`config.mk`:
```
export PLATFORM = sky130hd
export DESIGN_NAME = obj_face_index_parser_core_flat
export DESIGN_NICKNAME = d
export VERILOG_FILES = /design/src/rtl/ofip_pkg.sv /design/src/rtl/ofip_char_if.sv /design/src/rtl/ofip_corner_if.sv /design/src/rtl/obj_face_index_parser_core.sv /design/src/rtl/ofip_parse.sv /design/src/rtl/ofip_resolve.sv /design/src/flat_wrapper.sv
export VERILOG_INCLUDE_DIRS = /design/src /design/src/rtl
export SDC_FILE = /design/constraint.sdc
export NUM_CORES = 1
export LEC_CHECK = 0
export BUFFER_PORTS_ARGS = -buffer_cell sky130_fd_sc_hd__buf_2
export CAP_MARGIN = 10
export CORE_UTILIZATION = 37
export DETAILED_ROUTE_END_ITERATION = 6
export PLACE_DENSITY = 0.54
export SYNTH_ARGS = -nofsm -noshare
export SYNTH_HDL_FRONTEND = slang
export SYNTH_SLANG_ARGS = --single-unit
```
`constraint.sdc`:
```
create_clock -name clk -period 6.55 [get_ports clk]
set_input_delay 0.655 -clock clk [delete_from_list [all_inputs] [get_ports clk]]
set_output_delay 0.655 -clock clk [all_outputs]
set_load 0.01 [all_outputs]
```
`src/rtl/obj_face_index_parser_core_defines.svh`:
```
// ----------------------------------------------------------------------------
// Face corner parser assertion macros
// Shared concurrent assertion shorthands, clocked on clk with a reset guard.
// ----------------------------------------------------------------------------
`ifndef OBJ_FACE_INDEX_PARSER_CORE_DEFINES_SVH
`define OBJ_FACE_INDEX_PARSER_CORE_DEFINES_SVH

// The consequent must hold in the same cycle as the antecedent.
`define OFIP_ASSERT_SAME(label, ante, cons) \
  label: assert property (@(posedge clk) disable iff (!rst_n) (ante) |-> (cons)) \
    else $error("ofip: same-cycle check failed");

// The consequent must hold in the cycle after the antecedent.
`define OFIP_ASSERT_NEXT(label, ante, cons) \
  label: assert property (@(posedge clk) disable iff (!rst_n) (ante) |=> (cons)) \
    else $error("ofip: next-cycle check failed");

`endif

```
`src/rtl/ofip_pkg.sv`:
```
// ----------------------------------------------------------------------------
// Face corner parser package
// Register indexes, parser state codes and character classification.
// ----------------------------------------------------------------------------
`timescale 1ns / 1ps

package ofip_pkg;

  // Configuration register indexes.
  localparam logic [1:0] CFG_VERTEX_COUNT   = 2'd0;
  localparam logic [1:0] CFG_TEXCOORD_COUNT = 2'd1;
  localparam logic [1:0] CFG_NORMAL_COUNT   = 2'd2;

  // Which field of the corner token is being read.
  localparam logic [1:0] PH_VERT = 2'd0;
  localparam logic [1:0] PH_TEX  = 2'd1;
  localparam logic [1:0] PH_NORM = 2'd2;
  localparam logic [1:0] PH_DONE = 2'd3;

  // Progress within one number.
  localparam logic [1:0] ST_START  = 2'd0;
  localparam logic [1:0] ST_SPACE  = 2'd1;
  localparam logic [1:0] ST_SIGN   = 2'd2;
  localparam logic [1:0] ST_DIGITS = 2'd3;

  localparam logic [7:0] CH_SLASH = 8'h2F;
  localparam logic [7:0] CH_PLUS  = 8'h2B;
  localparam logic [7:0] CH_MINUS = 8'h2D;
  localparam logic [7:0] CH_SPACE = 8'h20;
  localparam logic [7:0] CH_ZERO  = 8'h30;
  localparam logic [7:0] CH_NINE  = 8'h39;
  localparam logic [7:0] CH_TAB   = 8'h09;
  localparam logic [7:0] CH_CR    = 8'h0D;

  typedef struct packed {
    logic digit;
    logic space;
    logic sign;
    logic minus;
    logic slash;
  } char_class_t;

  function automatic char_class_t classify(input logic [7:0] c);
    char_class_t k;
    k.digit = (c >= CH_ZERO) && (c <= CH_NINE);
    k.space = (c == CH_SPACE) || ((c >= CH_TAB) && (c <= CH_CR));
    k.minus = (c == CH_MINUS);
    k.sign  = (c == CH_PLUS) || k.minus;
    k.slash = (c == CH_SLASH);
    return k;
  endfunction

endpackage

```
`src/rtl/ofip_char_if.sv`:
```
// ----------------------------------------------------------------------------
// Character channel
// Valid/ready channel carrying one token character and its end flag.
// ----------------------------------------------------------------------------
`timescale 1ns / 1ps

interface ofip_char_if;
  logic       valid;
  logic       ready;
  logic [7:0] text_char;
  logic       token_end;

  modport source (output valid, output text_char, output token_end, input ready);
  modport sink   (input valid, input text_char, input token_end, output ready);
endinterface

```
`src/rtl/ofip_corner_if.sv`:
```
// ----------------------------------------------------------------------------
// Corner result channel
// Valid/ready channel carrying one resolved face corner.
// ----------------------------------------------------------------------------
`timescale 1ns / 1ps

interface ofip_corner_if #(
  parameter int INDEX_WIDTH = 24
);
  logic                   valid;
  logic                   ready;
  logic                   corner_valid;
  logic [INDEX_WIDTH-1:0] vertex_index;
  logic [INDEX_WIDTH-1:0] texcoord_index;
  logic [INDEX_WIDTH-1:0] normal_index;

  modport source (output valid, output corner_valid, output vertex_index,
                  output texcoord_index, output normal_index, input ready);
  modport sink   (input valid, input corner_valid, input vertex_index,
                  input texcoord_index, input normal_index, output ready);
endinterface

```
`src/rtl/obj_face_index_parser_core.sv`:
```
// Usage: characters of one OBJ face-corner token ("v", "v/vt", "v//vn" or
// "v/vt/vn") enter on in_chan, one transaction per character, with token_end
// set on the final character. Each number reads like strtol: leading
// whitespace, an optional sign, then decimal digits. On the final character
// one corner transaction leaves on out_chan; other characters produce none.
// The list sizes used to resolve negative and out-of-range indexes are
// written through cfg_we/cfg_index/cfg_wdata (vertex, texcoord, normal).
// Throughput is one character per cycle while in_chan.ready is high, with
// no bubbles between tokens. The scanner state and the raw field values are
// registered on the final character, then the add-and-compare resolver
// feeds the output register. The two registered stages let a new character
// be taken while a finished corner still waits on out_chan.
// When out_chan is stalled the output register and the hand-off register
// hold, and in_chan.ready falls only once both are full.
// Synchronous reset (rst_n low) clears the scanner, empties both stages and
// sets all three list sizes to zero.
`timescale 1ns / 1ps
// ----------------------------------------------------------------------------
// OBJ face corner index parser, top level
// Configuration registers, character scanner and index resolver.
// ----------------------------------------------------------------------------

`include "obj_face_index_parser_core_defines.svh"

module obj_face_index_parser_core #(
  parameter int INDEX_WIDTH = 24
) (
  input  logic                   clk,
  input  logic                   rst_n,
  ofip_char_if.sink              in_chan,
  ofip_corner_if.source          out_chan,
  input  logic                   cfg_we,
  input  logic [1:0]             cfg_index,
  input  logic [INDEX_WIDTH-1:0] cfg_wdata
);
  import ofip_pkg::*;

  logic [INDEX_WIDTH-1:0] vcount_r, tcount_r, ncount_r;

  logic                          hand_valid;
  logic                          hand_ready;
  logic                          vert_seen;
  logic signed [INDEX_WIDTH+1:0] vert_raw, tex_raw, norm_raw;

  // List sizes; an index beyond the three registers is ignored.
  always_ff @(posedge clk) begin
    if (!rst_n) begin
      vcount_r <= '0;
      tcount_r <= '0;
      ncount_r <= '0;
    end else if (cfg_we) begin
      unique case (cfg_index)
        CFG_VERTEX_COUNT:   vcount_r <= cfg_wdata;
        CFG_TEXCOORD_COUNT: tcount_r <= cfg_wdata;
        CFG_NORMAL_COUNT:   ncount_r <= cfg_wdata;
        default: begin
        end
      endcase
    end
  end

  ofip_parse #(
    .INDEX_WIDTH(INDEX_WIDTH)
  ) u_parse (
    .clk        (clk),
    .rst_n      (rst_n),
    .in_chan    (in_chan),
    .hand_valid (hand_valid),
    .hand_ready (hand_ready),
    .vert_seen  (vert_seen),
    .vert_raw   (vert_raw),
    .tex_raw    (tex_raw),
    .norm_raw   (norm_raw)
  );

  ofip_resolve #(
    .INDEX_WIDTH(INDEX_WIDTH)
  ) u_resolve (
    .clk            (clk),
    .rst_n          (rst_n),
    .hand_valid     (hand_valid),
    .hand_ready     (hand_ready),
    .vert_seen      (vert_seen),
    .vert_raw       (vert_raw),
    .tex_raw        (tex_raw),
    .norm_raw       (norm_raw),
    .vertex_count   (vcount_r),
    .texcoord_count (tcount_r),
    .normal_count   (ncount_r),
    .out_chan       (out_chan)
  );

  // A final character always leaves a pending corner in the hand-off stage.
  `OFIP_ASSERT_NEXT(a_last_hands_off, in_chan.valid && in_chan.ready && in_chan.token_end, hand_valid)
  // A usable corner names a vertex inside the current list.
  `OFIP_ASSERT_SAME(a_vertex_in_range, out_chan.valid && out_chan.corner_valid, (out_chan.vertex_index != '0) && (out_chan.vertex_index <= vcount_r))
  // Texture and normal indexes never exceed their list sizes.
  `OFIP_ASSERT_SAME(a_aux_in_range, out_chan.valid, (out_chan.texcoord_index <= tcount_r) && (out_chan.normal_index <= ncount_r))
  // An unusable corner carries all-zero indexes.
  `OFIP_ASSERT_SAME(a_invalid_zero, out_chan.valid && !out_chan.corner_valid, (out_chan.vertex_index == '0) && (out_chan.texcoord_index == '0) && (out_chan.normal_index == '0))

endmodule

```
`src/rtl/ofip_parse.sv`:
```
// ----------------------------------------------------------------------------
// Face corner token parser
// Per-character field scanner; hands raw signed field values on token end.
// ----------------------------------------------------------------------------
`timescale 1ns / 1ps

module ofip_parse #(
  parameter int INDEX_WIDTH = 24
) (
  input  logic                   clk,
  input  logic                   rst_n,
  ofip_char_if.sink              in_chan,
  output logic                   hand_valid,
  input  logic                   hand_ready,
  output logic                   vert_seen,
  output logic signed [INDEX_WIDTH+1:0] vert_raw,
  output logic signed [INDEX_WIDTH+1:0] tex_raw,
  output logic signed [INDEX_WIDTH+1:0] norm_raw
);
  import ofip_pkg::*;

  localparam int AW = INDEX_WIDTH + 1;  // magnitude width, saturates at all ones
  localparam int VW = INDEX_WIDTH + 2;  // signed value width

  logic [1:0]           phase_r, phase_nxt;
  logic [1:0]           stage_r, stage_nxt;
  logic                 neg_r, neg_nxt;
  logic [AW-1:0]        acc_r, acc_nxt;
  logic signed [VW-1:0] vval_r, vval_nxt;
  logic signed [VW-1:0] tval_r, tval_nxt;
  logic                 seen_r, seen_nxt;

  logic                 hvalid_r;
  logic                 hseen_r;
  logic signed [VW-1:0] hvert_r, htex_r, hnorm_r;

  logic                 in_acc;
  char_class_t          cls;
  logic [3:0]           dig;
  logic [AW+3:0]        prod;
  logic [AW-1:0]        acc_sat;
  logic signed [VW-1:0] cur_val, nxt_val;

  assign in_chan.ready = !hvalid_r || hand_ready;
  assign in_acc        = in_chan.valid && in_chan.ready;
  assign cls           = classify(in_chan.text_char);
  assign dig           = in_chan.text_char[3:0];

  // acc * 10 + digit, as two shifted copies, clamped to the saturation cap.
  assign prod    = ({4'b0, acc_r} << 3) + ({4'b0, acc_r} << 1) + {{AW{1'b0}}, dig};
  assign acc_sat = (|prod[AW+3:AW]) ? {AW{1'b1}} : prod[AW-1:0];

  assign cur_val = neg_r ? -$signed({1'b0, acc_r}) : $signed({1'b0, acc_r});
  assign nxt_val = neg_nxt ? -$signed({1'b0, acc_nxt}) : $signed({1'b0, acc_nxt});

  always_comb begin
    phase_nxt = phase_r;
    stage_nxt = stage_r;
    neg_nxt   = neg_r;
    acc_nxt   = acc_r;
    vval_nxt  = vval_r;
    tval_nxt  = tval_r;
    seen_nxt  = seen_r;
    if (in_acc && (phase_r != PH_DONE)) begin
      unique case (stage_r)
        ST_START, ST_SPACE: begin
          priority if ((phase_r == PH_TEX) && (stage_r == ST_START) && cls.slash) begin
            phase_nxt = PH_NORM;
            stage_nxt = ST_START;
            neg_nxt   = 1'b0;
            acc_nxt   = '0;
          end else if (cls.space) begin
            stage_nxt = ST_SPACE;
          end else if (cls.sign) begin
            stage_nxt = ST_SIGN;
            neg_nxt   = cls.minus;
          end else if (cls.digit) begin
            stage_nxt = ST_DIGITS;
            acc_nxt   = {{(AW-4){1'b0}}, dig};
          end else begin
            phase_nxt = PH_DONE;
            stage_nxt = ST_START;
            neg_nxt   = 1'b0;
            acc_nxt   = '0;
          end
        end
        ST_SIGN: begin
          if (cls.digit) begin
            stage_nxt = ST_DIGITS;
            acc_nxt   = {{(AW-4){1'b0}}, dig};
          end else begin
            phase_nxt = PH_DONE;
            stage_nxt = ST_START;
            neg_nxt   = 1'b0;
            acc_nxt   = '0;
          end
        end
        ST_DIGITS: begin
          if (cls.digit) begin
            acc_nxt = acc_sat;
          end else begin
            stage_nxt = ST_START;
            if (phase_r == PH_VERT) begin
              vval_nxt  = cur_val;
              seen_nxt  = 1'b1;
              phase_nxt = cls.slash ? PH_TEX : PH_DONE;
              neg_nxt   = 1'b0;
              acc_nxt   = '0;
            end else if (phase_r == PH_TEX) begin
              tval_nxt  = cur_val;
              phase_nxt = cls.slash ? PH_NORM : PH_DONE;
              neg_nxt   = 1'b0;
              acc_nxt   = '0;
            end else begin
              // The normal value stays in the accumulator until the token ends.
              phase_nxt = PH_DONE;
            end
          end
        end
        default: begin
          stage_nxt = ST_START;
        end
      endcase
    end
  end

  always_ff @(posedge clk) begin
    if (!rst_n) begin
      phase_r  <= PH_VERT;
      stage_r  <= ST_START;
      neg_r    <= 1'b0;
      acc_r    <= '0;
      vval_r   <= '0;
      tval_r   <= '0;
      seen_r   <= 1'b0;
      hvalid_r <= 1'b0;
    end else begin
      if (in_acc && in_chan.token_end) begin
        phase_r  <= PH_VERT;
        stage_r  <= ST_START;
        neg_r    <= 1'b0;
        acc_r    <= '0;
        vval_r   <= '0;
        tval_r   <= '0;
        seen_r   <= 1'b0;
        hvalid_r <= 1'b1;
      end else begin
        phase_r <= phase_nxt;
        stage_r <= stage_nxt;
        neg_r   <= neg_nxt;
        acc_r   <= acc_nxt;
        vval_r  <= vval_nxt;
        tval_r  <= tval_nxt;
        seen_r  <= seen_nxt;
        if (hand_ready) begin
          hvalid_r <= 1'b0;
        end
      end
    end
  end

  // Raw field values of the finished token, taken from the updated state.
  always_ff @(posedge clk) begin
    if (in_acc && in_chan.token_end) begin
      if ((phase_nxt == PH_VERT) && (stage_nxt == ST_DIGITS)) begin
        hvert_r <= nxt_val;
        hseen_r <= 1'b1;
      end else begin
        hvert_r <= vval_nxt;
        hseen_r <= seen_nxt;
      end
      htex_r <= ((phase_nxt == PH_TEX) && (stage_nxt == ST_DIGITS)) ? nxt_val : tval_nxt;
      hnorm_r <= (((phase_nxt == PH_NORM) && (stage_nxt == ST_DIGITS)) ||
                  (phase_nxt == PH_DONE)) ? nxt_val : '0;
    end
  end

  assign hand_valid = hvalid_r;
  assign vert_seen  = hseen_r;
  assign vert_raw   = hvert_r;
  assign tex_raw    = htex_r;
  assign norm_raw   = hnorm_r;

endmodule

```
`src/rtl/ofip_resolve.sv`:
```
// ----------------------------------------------------------------------------
// Face corner index resolver
// Maps raw signed indexes onto one-based list positions; output register.
// ----------------------------------------------------------------------------
`timescale 1ns / 1ps

module ofip_resolve #(
  parameter int INDEX_WIDTH = 24
) (
  input  logic                          clk,
  input  logic                          rst_n,
  input  logic                          hand_valid,
  output logic                          hand_ready,
  input  logic                          vert_seen,
  input  logic signed [INDEX_WIDTH+1:0] vert_raw,
  input  logic signed [INDEX_WIDTH+1:0] tex_raw,
  input  logic signed [INDEX_WIDTH+1:0] norm_raw,
  input  logic [INDEX_WIDTH-1:0]        vertex_count,
  input  logic [INDEX_WIDTH-1:0]        texcoord_count,
  input  logic [INDEX_WIDTH-1:0]        normal_count,
  ofip_corner_if.source                 out_chan
);
  import ofip_pkg::*;

  localparam int W  = INDEX_WIDTH;
  localparam int VW = INDEX_WIDTH + 2;

  // A negative index counts back from the list size; anything outside
  // 0..count resolves to zero.
  function automatic logic [W-1:0] resolve(input logic signed [VW-1:0] v,
                                           input logic [W-1:0] cnt);
    logic signed [VW:0] vx;
    logic signed [VW:0] adj;
    logic               ok;
    vx  = {v[VW-1], v};
    adj = (v < 0) ? (vx + $signed({3'b0, cnt}) + $signed({{VW{1'b0}}, 1'b1})) : vx;
    ok  = !adj[VW] && (adj <= $signed({3'b0, cnt}));
    return ok ? adj[W-1:0] : '0;
  endfunction

  logic         ovalid_r;
  logic         ocv_r;
  logic [W-1:0] ovi_r, oti_r, oni_r;
  logic [W-1:0] vi, ti, ni;
  logic         ok;

  assign vi = resolve(vert_raw, vertex_count);
  assign ti = resolve(tex_raw, texcoord_count);
  assign ni = resolve(norm_raw, normal_count);
  assign ok = vert_seen && (vi != '0);

  assign hand_ready = !ovalid_r || out_chan.ready;

  always_ff @(posedge clk) begin
    if (!rst_n) begin
      ovalid_r <= 1'b0;
    end else if (hand_ready) begin
      ovalid_r <= hand_valid;
    end
  end

  always_ff @(posedge clk) begin
    if (hand_valid && hand_ready) begin
      ocv_r <= ok;
      ovi_r <= ok ? vi : '0;
      oti_r <= ok ? ti : '0;
      oni_r <= ok ? ni : '0;
    end
  end

  assign out_chan.valid          = ovalid_r;
  assign out_chan.corner_valid   = ocv_r;
  assign out_chan.vertex_index   = ovi_r;
  assign out_chan.texcoord_index = oti_r;
  assign out_chan.normal_index   = oni_r;

endmodule

```
`src/flat_wrapper.sv`:
```
// flat-port wrapper written by rule: the top's interface ports become plain ports
module obj_face_index_parser_core_flat import ofip_pkg::*;
#(
  parameter int INDEX_WIDTH = 24
)
  (clk, rst_n, cfg_we, cfg_index, cfg_wdata, in_chan_valid, in_chan_text_char, in_chan_token_end, in_chan_ready, out_chan_valid, out_chan_corner_valid, out_chan_vertex_index, out_chan_texcoord_index, out_chan_normal_index, out_chan_ready);
  ofip_char_if in_chan_i ();
  ofip_corner_if #(.INDEX_WIDTH(INDEX_WIDTH)) out_chan_i ();
  input  logic clk;
  input  logic rst_n;
  input  logic cfg_we;
  input  logic [1:0] cfg_index;
  input  logic [INDEX_WIDTH-1:0] cfg_wdata;
  input wire logic [$bits(in_chan_i.valid)-1:0] in_chan_valid;
  input wire logic [$bits(in_chan_i.text_char)-1:0] in_chan_text_char;
  input wire logic [$bits(in_chan_i.token_end)-1:0] in_chan_token_end;
  output wire logic [$bits(in_chan_i.ready)-1:0] in_chan_ready;
  output wire logic [$bits(out_chan_i.valid)-1:0] out_chan_valid;
  output wire logic [$bits(out_chan_i.corner_valid)-1:0] out_chan_corner_valid;
  output wire logic [$bits(out_chan_i.vertex_index)-1:0] out_chan_vertex_index;
  output wire logic [$bits(out_chan_i.texcoord_index)-1:0] out_chan_texcoord_index;
  output wire logic [$bits(out_chan_i.normal_index)-1:0] out_chan_normal_index;
  input wire logic [$bits(out_chan_i.ready)-1:0] out_chan_ready;
  assign in_chan_i.valid = in_chan_valid;
  assign in_chan_i.text_char = in_chan_text_char;
  assign in_chan_i.token_end = in_chan_token_end;
  assign in_chan_ready = in_chan_i.ready;
  assign out_chan_valid = out_chan_i.valid;
  assign out_chan_corner_valid = out_chan_i.corner_valid;
  assign out_chan_vertex_index = out_chan_i.vertex_index;
  assign out_chan_texcoord_index = out_chan_i.texcoord_index;
  assign out_chan_normal_index = out_chan_i.normal_index;
  assign out_chan_i.ready = out_chan_ready;
  obj_face_index_parser_core #(.INDEX_WIDTH(INDEX_WIDTH)) u_core (.clk(clk), .rst_n(rst_n), .in_chan(in_chan_i), .out_chan(out_chan_i), .cfg_we(cfg_we), .cfg_index(cfg_index), .cfg_wdata(cfg_wdata));
endmodule
```
# Word-level counts from Yosys, hierarchy flattened
# Cells that the tools add are included.
# Widths: inputs -> output; s select.
# word_totals
ff_bits	309
latch_bits	0
ram_bits	0
mem_bits_ro	0
input_bits	40
word_cells	155
memories	0
# op_classes
add_sub_neg	10
mul	0
div	0
order_cmp	10
n_eq_ne	15
shifts	0
muxes	60
bitwise_logic	1
n_reduce_logical	39
# ops
cell	n
$mux 26	13
$mux 25	8
$add 26x25->27	3
$add 27x2->27 const B	3
$le 27x25->1	3
$mux 27	3
$lt 26x1->1 const B	3
$pmux 25 s3	1
$neg 25->26	2
$eq 8x6->1 const B	4
$add 28x26->29	1
$add 29x4->29	1
$mux 2	14
$mux 24	1
$reduce_bool 24->1	1
$mux 1	16
$logic_and 1x1->1	15
$eq 2x2->1 const B	6
$pmux 2 s3	2
$reduce_and 2->1	5
$eq 2x1->1 const B	4
$ge 8x4->1 const B	1
$ge 8x6->1 const B	1
$le 8x4->1 const B	1
11 further kinds	23

# Logic depth before layout (Yosys ltp)
# depth
depth_word	11
mapped_depth	28
depth_no_buf	27

# By module
# A second synthesis with hierarchy kept.
# hier_totals
hier_cells	2400
hier_area_um2	21715.8
# modules_own_cells
mod	instances	cells_each	area_each_um2	seq_area_each_um2
ofip_parse	1	1099	9922.0	4053.9
ofip_resolve	1	1038	9039.9	2212.1
obj_face_index_parser_core	1	263	2753.9	1441.4

# Least setup slack after synthesis
# Ideal clock, no wire load.
# synth_timing
path_type	in2reg
start	input in_chan_text_char[3]
end	register u_core.u_parse.htex_r[20], in the netlist u_core.u_parse.tex_raw[20] (data pin)
setup_time_ns	0.254
arrival_time_ns	5.020
setup_slack_ns	1.275
path_stages	20
n_path_buf	2
cell_sequence	fa_1 > inv_1 > fa_1 > nor2b_1 > o31ai_1 > a31o_2 > o21a_1 > o211ai_1 > o211ai_1 > buf_2 > buf_4 > nor4_1 > or2_2 > ha_1 > o2111ai_1 > nor3_2 > nand2_1 > o31a_1 > xor2_1 > o21a_1
# synth_via
elab_chain_cells	11
# synth_rtl
item	line	text
start: declaration	flat_wrapper.sv:15	input wire logic [$bits(in_chan_i.text_char)-1:0] in_chan_text_char;
parallel branches: the longest is 10 deep, another holds $add 29x4->29	-	
$mux 26 *	ofip_parse.sv:172	htex_r <= ((phase_nxt == PH_TEX) && (stage_nxt == ST_DIGITS)) ? nxt_val : tval_nxt;
end signal: assignment	ofip_parse.sv:172	
end: declaration	ofip_parse.sv:35	logic signed [VW-1:0] hvert_r, htex_r, hnorm_r;
# Mark *: on every way between the ends.
# A chain may end at the register's enable or synchronous reset.

# Worst setup path after layout
# layout_timing
start	register u_core.vcount_r[0]
end	register u_core.u_resolve.oni_r[2], in the netlist u_core.u_resolve.out_chan.normal_index[2] (data pin)
# layout_via
elab_chain_cells	9
# layout_rtl
item	line	text
start: declaration	obj_face_index_parser_core.sv:38	logic [INDEX_WIDTH-1:0] vcount_r, tcount_r, ncount_r;
start signal: assignment	obj_face_index_parser_core.sv:53	CFG_VERTEX_COUNT: vcount_r <= cfg_wdata;
$add 26x25->27	ofip_resolve.sv:36	adj = (v < 0) ? (vx + $signed({3'b0, cnt}) + $signed({{VW{1'b0}}, 1'b1})) : vx;
$add 27x2->27	ofip_resolve.sv:36	
$mux 27	ofip_resolve.sv:36	
$le 27x25->1 / $logic_not 1->1 (equally long branches)	ofip_resolve.sv:37	ok = !adj[VW] && (adj <= $signed({3'b0, cnt}));
$logic_and 1x1->1	ofip_resolve.sv:37	
$mux 24 *	ofip_resolve.sv:38	return ok ? adj[W-1:0] : '0;
$reduce_bool 24->1 *	ofip_resolve.sv:50	assign ok = vert_seen && (vi != '0);
$logic_and 1x1->1 *	ofip_resolve.sv:50	
$reduce_and 2->1 (no line) *	-	
end signal: assignment	ofip_resolve.sv:67	oni_r <= ok ? ni : '0;
end: declaration	ofip_resolve.sv:43	logic [W-1:0] ovi_r, oti_r, oni_r;
# Mark *: on every way between the ends. The rest lies on a longest branch, timed or not.

==> flow_metrics.tcl <==
set metrics [dict create \
    status "completed" \
    critPathKind "reg2reg" \
    worst_slew_pin_slew_ps 1100 \
    synth_seq_cells 309 \
    cts_max_path_buffers 3 \
    coreArea_um2 56500 \
    ys_types 97 \
    drt-vias-per-instance 5.38 \
    max_freq_ghz 0.167 \
    power-per-cell-area_nw_per_um2 198 \
    grtUsageTotal_pct 21.8 \
    grtUsageMet2_pct 36.6 \
    met1_usage_pct 29.3 \
    drt_first_iter_violations 1066 \
    dieArea_um2 58200 \
    die_h_um 241 \
    yosys_warnings 0 \
    grt_pass1_vias 16900 \
    postCtsHoldBufs 0 \
    hold_path.class "in2reg" \
    yosys.area.top_type "edfxtp_1" \
    antenna_found_initial 0 \
    area_growth_pct 12.0 \
    grt_max_degree 82 \
    seq_area_frac_synth_pct 36.4 \
    hold_viol 0 \
    port_buffers 114 \
    antenna_cells 0 \
    crit_end "u_core.u_resolve.out_chan.normal_index[2]" \
    cts_sinks 309 \
    nFillCells 5575 \
    placedCellCount 3159 \
    clk_latency_ps 560 \
    wirelength_mm 63.3 \
    synthCells 2364 \
    clkTransAtPathRegs_ps 60 \
    busiest_layer "met2" \
    setup_viol 0 \
    r2r_cells 25 \
    setup_tns_ps 0 \
    worstPathArrival_ps 6400 \
    end_kind "register" \
    period_share_pct 91.5 \
    async_reset_ff_share_pct 0 \
    drt-wirelength-per-cell_um 19.6 \
    gr-total-overflow 0 \
    rows 87 \
    synth_area_leaders "edfxtp_1 22%, dfxtp_1 15%, ha_1 12%" \
    io-pin-count 115 \
    setup_slack_ps 558 \
    vdd_drop_max_v 0.000182 \
    timing.final.crit_period_ps 5990 \
    final_common_cell "nand2_1" \
    crit_path_start "u_core.vcount_r[0]" \
    routabilityCongestion 0.920 \
    drv_cap 0 \
    fin_skew_ps 24.5 \
    crit_path_max_fanout 22 \
    drc 0 \
    hpwl_mm 49.3 \
    reg2reg_from "u_core.vcount_r[0]" \
    final_max_slew_viol_count 0 \
    cts_tree "yes" \
    rsz0062_at_grt "no" \
    layout-drive-gt1-share_pct 11.4 \
    firstDrtPassIters 5 \
    die_w_um 241 \
    finalNonFillerCells 3225 \
    min-delay-start "cfg_wdata[14]" \
    clockRootBuffer "clkbuf_16" \
    cts_htree_levels 2 \
    worst_setup_path_start_kind "register" \
    use_met3_pct 2.56 \
    syn-num-nets 2604 \
    dr_total_vias 17300 \
    synth_ff_type "dfxtp_1" \
    grt_pass1_wl_mm 97.4 \
    ant_nets 0 \
    multi_input_area_um2 12600 \
    mostFrequentLayoutCells "274 x nand2_1, 222 x nor2_1, 195 x ha_1" \
    pre_cts_ws_ps 408 \
    cp.required_ps 6960 \
    layout.nets 2681 \
    regArea_um2 7710 \
    regToRegSetupSlack_ps 560 \
    post-route-util_pct 42.0 \
    leakagePower_nw 9.90 \
    cts_buffers 36 \
    start_util_pct 37.5 \
    avgSynthCellArea_um2 8.96 \
    netlist.area_leader.share_pct 21.6 \
    relSlewSlack_pct 26.2 \
    synthesis.area_um2 21200 \
    reg2reg_to "u_core.u_resolve.out_chan.normal_index[2]" \
    synth_edf_count 152 \
]
-- per-layer routing --
metal / wire, µm / share of wire, %
met3: 2470 / 3.9
met2: 29500 / 47
met1: 29800 / 47
met5: 0 / 0
met4: 1590 / 2.5
-- what timing repair did --
action | CTS | global route
buffers inserted | 0 | 0
endpoints found under the setup margin | 0 | 46
resized for setup | 0 | 3
-- synthesized netlist by cell type, types with 15 or more instances --
master / count
clkbuf_1: 82
edfxtp_1: 152
nor2_1: 222
mux2i_1: 60
nand4_1: 21
inv_1: 128
o21ai_0: 89
nor3_1: 34
and3_1: 19
o21a_1: 40
xor2_1: 45
a21boi_0: 79
a21oi_1: 153
ha_1: 195
or3_1: 16
a21o_1: 60
nand2b_1: 28
xnor2_1: 65
mux2_2: 36
nand3_1: 33
nor2b_1: 84
nand2_1: 275
o211ai_1: 15
o31ai_1: 20
and2_1: 20
dfxtp_1: 157
-- report_power, final --
part	internal (W)	leakage [nW]	switching, W
clock	0.00122	0.590	0.000835
sequential	0.00207	2.69	0.0000412
combinational	0.000208	6.62	0.000319
total	0.00349	9.90	0.00119
-- cell families (layout without fill, tap and decap cells) --
| logic type | count (synthesis) | in the layout | share of synthesized area (%) |
|---|---|---|---|
| buffers and inverters | 228 | 333 | 4.20 |
| adder cells (fa/ha/maj) | 200 | 200 | 12.0 |
| AO/OA/AOI/OAI | 605 | 605 | 19.7 |
| multiplexers | 96 | 96 | 4.75 |
| AND/OR/NAND/NOR | 816 | 816 | 18.4 |
| flip-flops | 309 | 309 | 36.4 |
| XOR/XNOR | 110 | 110 | 4.55 |
-- critical path, cell delays in order (launching register included) --
cell and delay (ps):
dfxtp_1 360, inv_1 70, ha_1 220, fa_1 410, nor2b_1 130, o21ai_1 80, a21boi_1 250, o21ba_2 240
o2111a_1 260, o31ai_4 110, a311oi_1 410, o21ai_0 200, a31oi_1 320, inv_1 80, ha_1 300, nand4_1 110
nor2_1 70, a2111oi_0 360, nand2_1 100, a21oi_1 170, o31a_1 250, nand2_1 140, o21bai_2 290, or4_1 550
buf_4 230, nor2b_1 130
-- how the worst min path moves through the flow --
stage	end	slack, ps	cells after the start
2_1_floorplan	u_core.u_parse.seen_r	430	2
3_3_place_gp	u_core.u_parse.seen_r	440	2
3_5_place_dp	u_core.u_parse.seen_r	460	2
4_1_cts	u_core.ncount_r[14]	370	3
5_1_grt	u_core.ncount_r[14]	380	3
6_report	u_core.ncount_r[14]	390	3
-- through the flow --
| step | hold slack [ps] | area [µm²] | power, W |
|---|---|---|---|
| floorplan | 426 | 21200 | 0.00250 |
| global placement | 442 | 22500 | 0.00267 |
| detailed placement | 462 | 22500 | 0.00267 |
| CTS | 375 | 23700 | 0.00473 |
| global route | 377 | 23700 | 0.00487 |
| finish | 393 | 23700 | 0.00469 |
-- state kept, by name (all words and copies together), names as in the netlist --
name,cells
u_core.u_parse.tex_raw,26
u_core.u_parse.vval_r,26
u_core.vcount_r,24
u_core.u_parse.vert_raw,26
u_core.u_parse.hand_valid,1
u_core.u_parse.neg_r,1
u_core.u_parse.norm_raw,26
u_core.u_parse.seen_r,1
u_core.u_resolve.out_chan.corner_valid,1
u_core.u_resolve.out_chan.vertex_index,24
u_core.u_resolve.out_chan.texcoord_index,24
u_core.tcount_r,24
u_core.u_parse.acc_r,25
u_core.u_resolve.out_chan.valid,1
u_core.u_resolve.out_chan.normal_index,24
u_core.u_parse.vert_seen,1
u_core.u_parse.phase_r,2
u_core.ncount_r,24
u_core.u_parse.tval_r,26
u_core.u_parse.stage_r,2
-- cell type report --
cell class                      instances  share of cell area, %
Clock inverter                         11                  0.438
Sequential cell                       309                   32.5
Clock buffer                           55                   4.67
Multi-Input combinational cell       1827                   53.2
Inverter                              130                   2.06
Tap cell                              756                   3.99
Timing Repair Buffer                  137                   3.14
(Power assumes the default switching activity.)
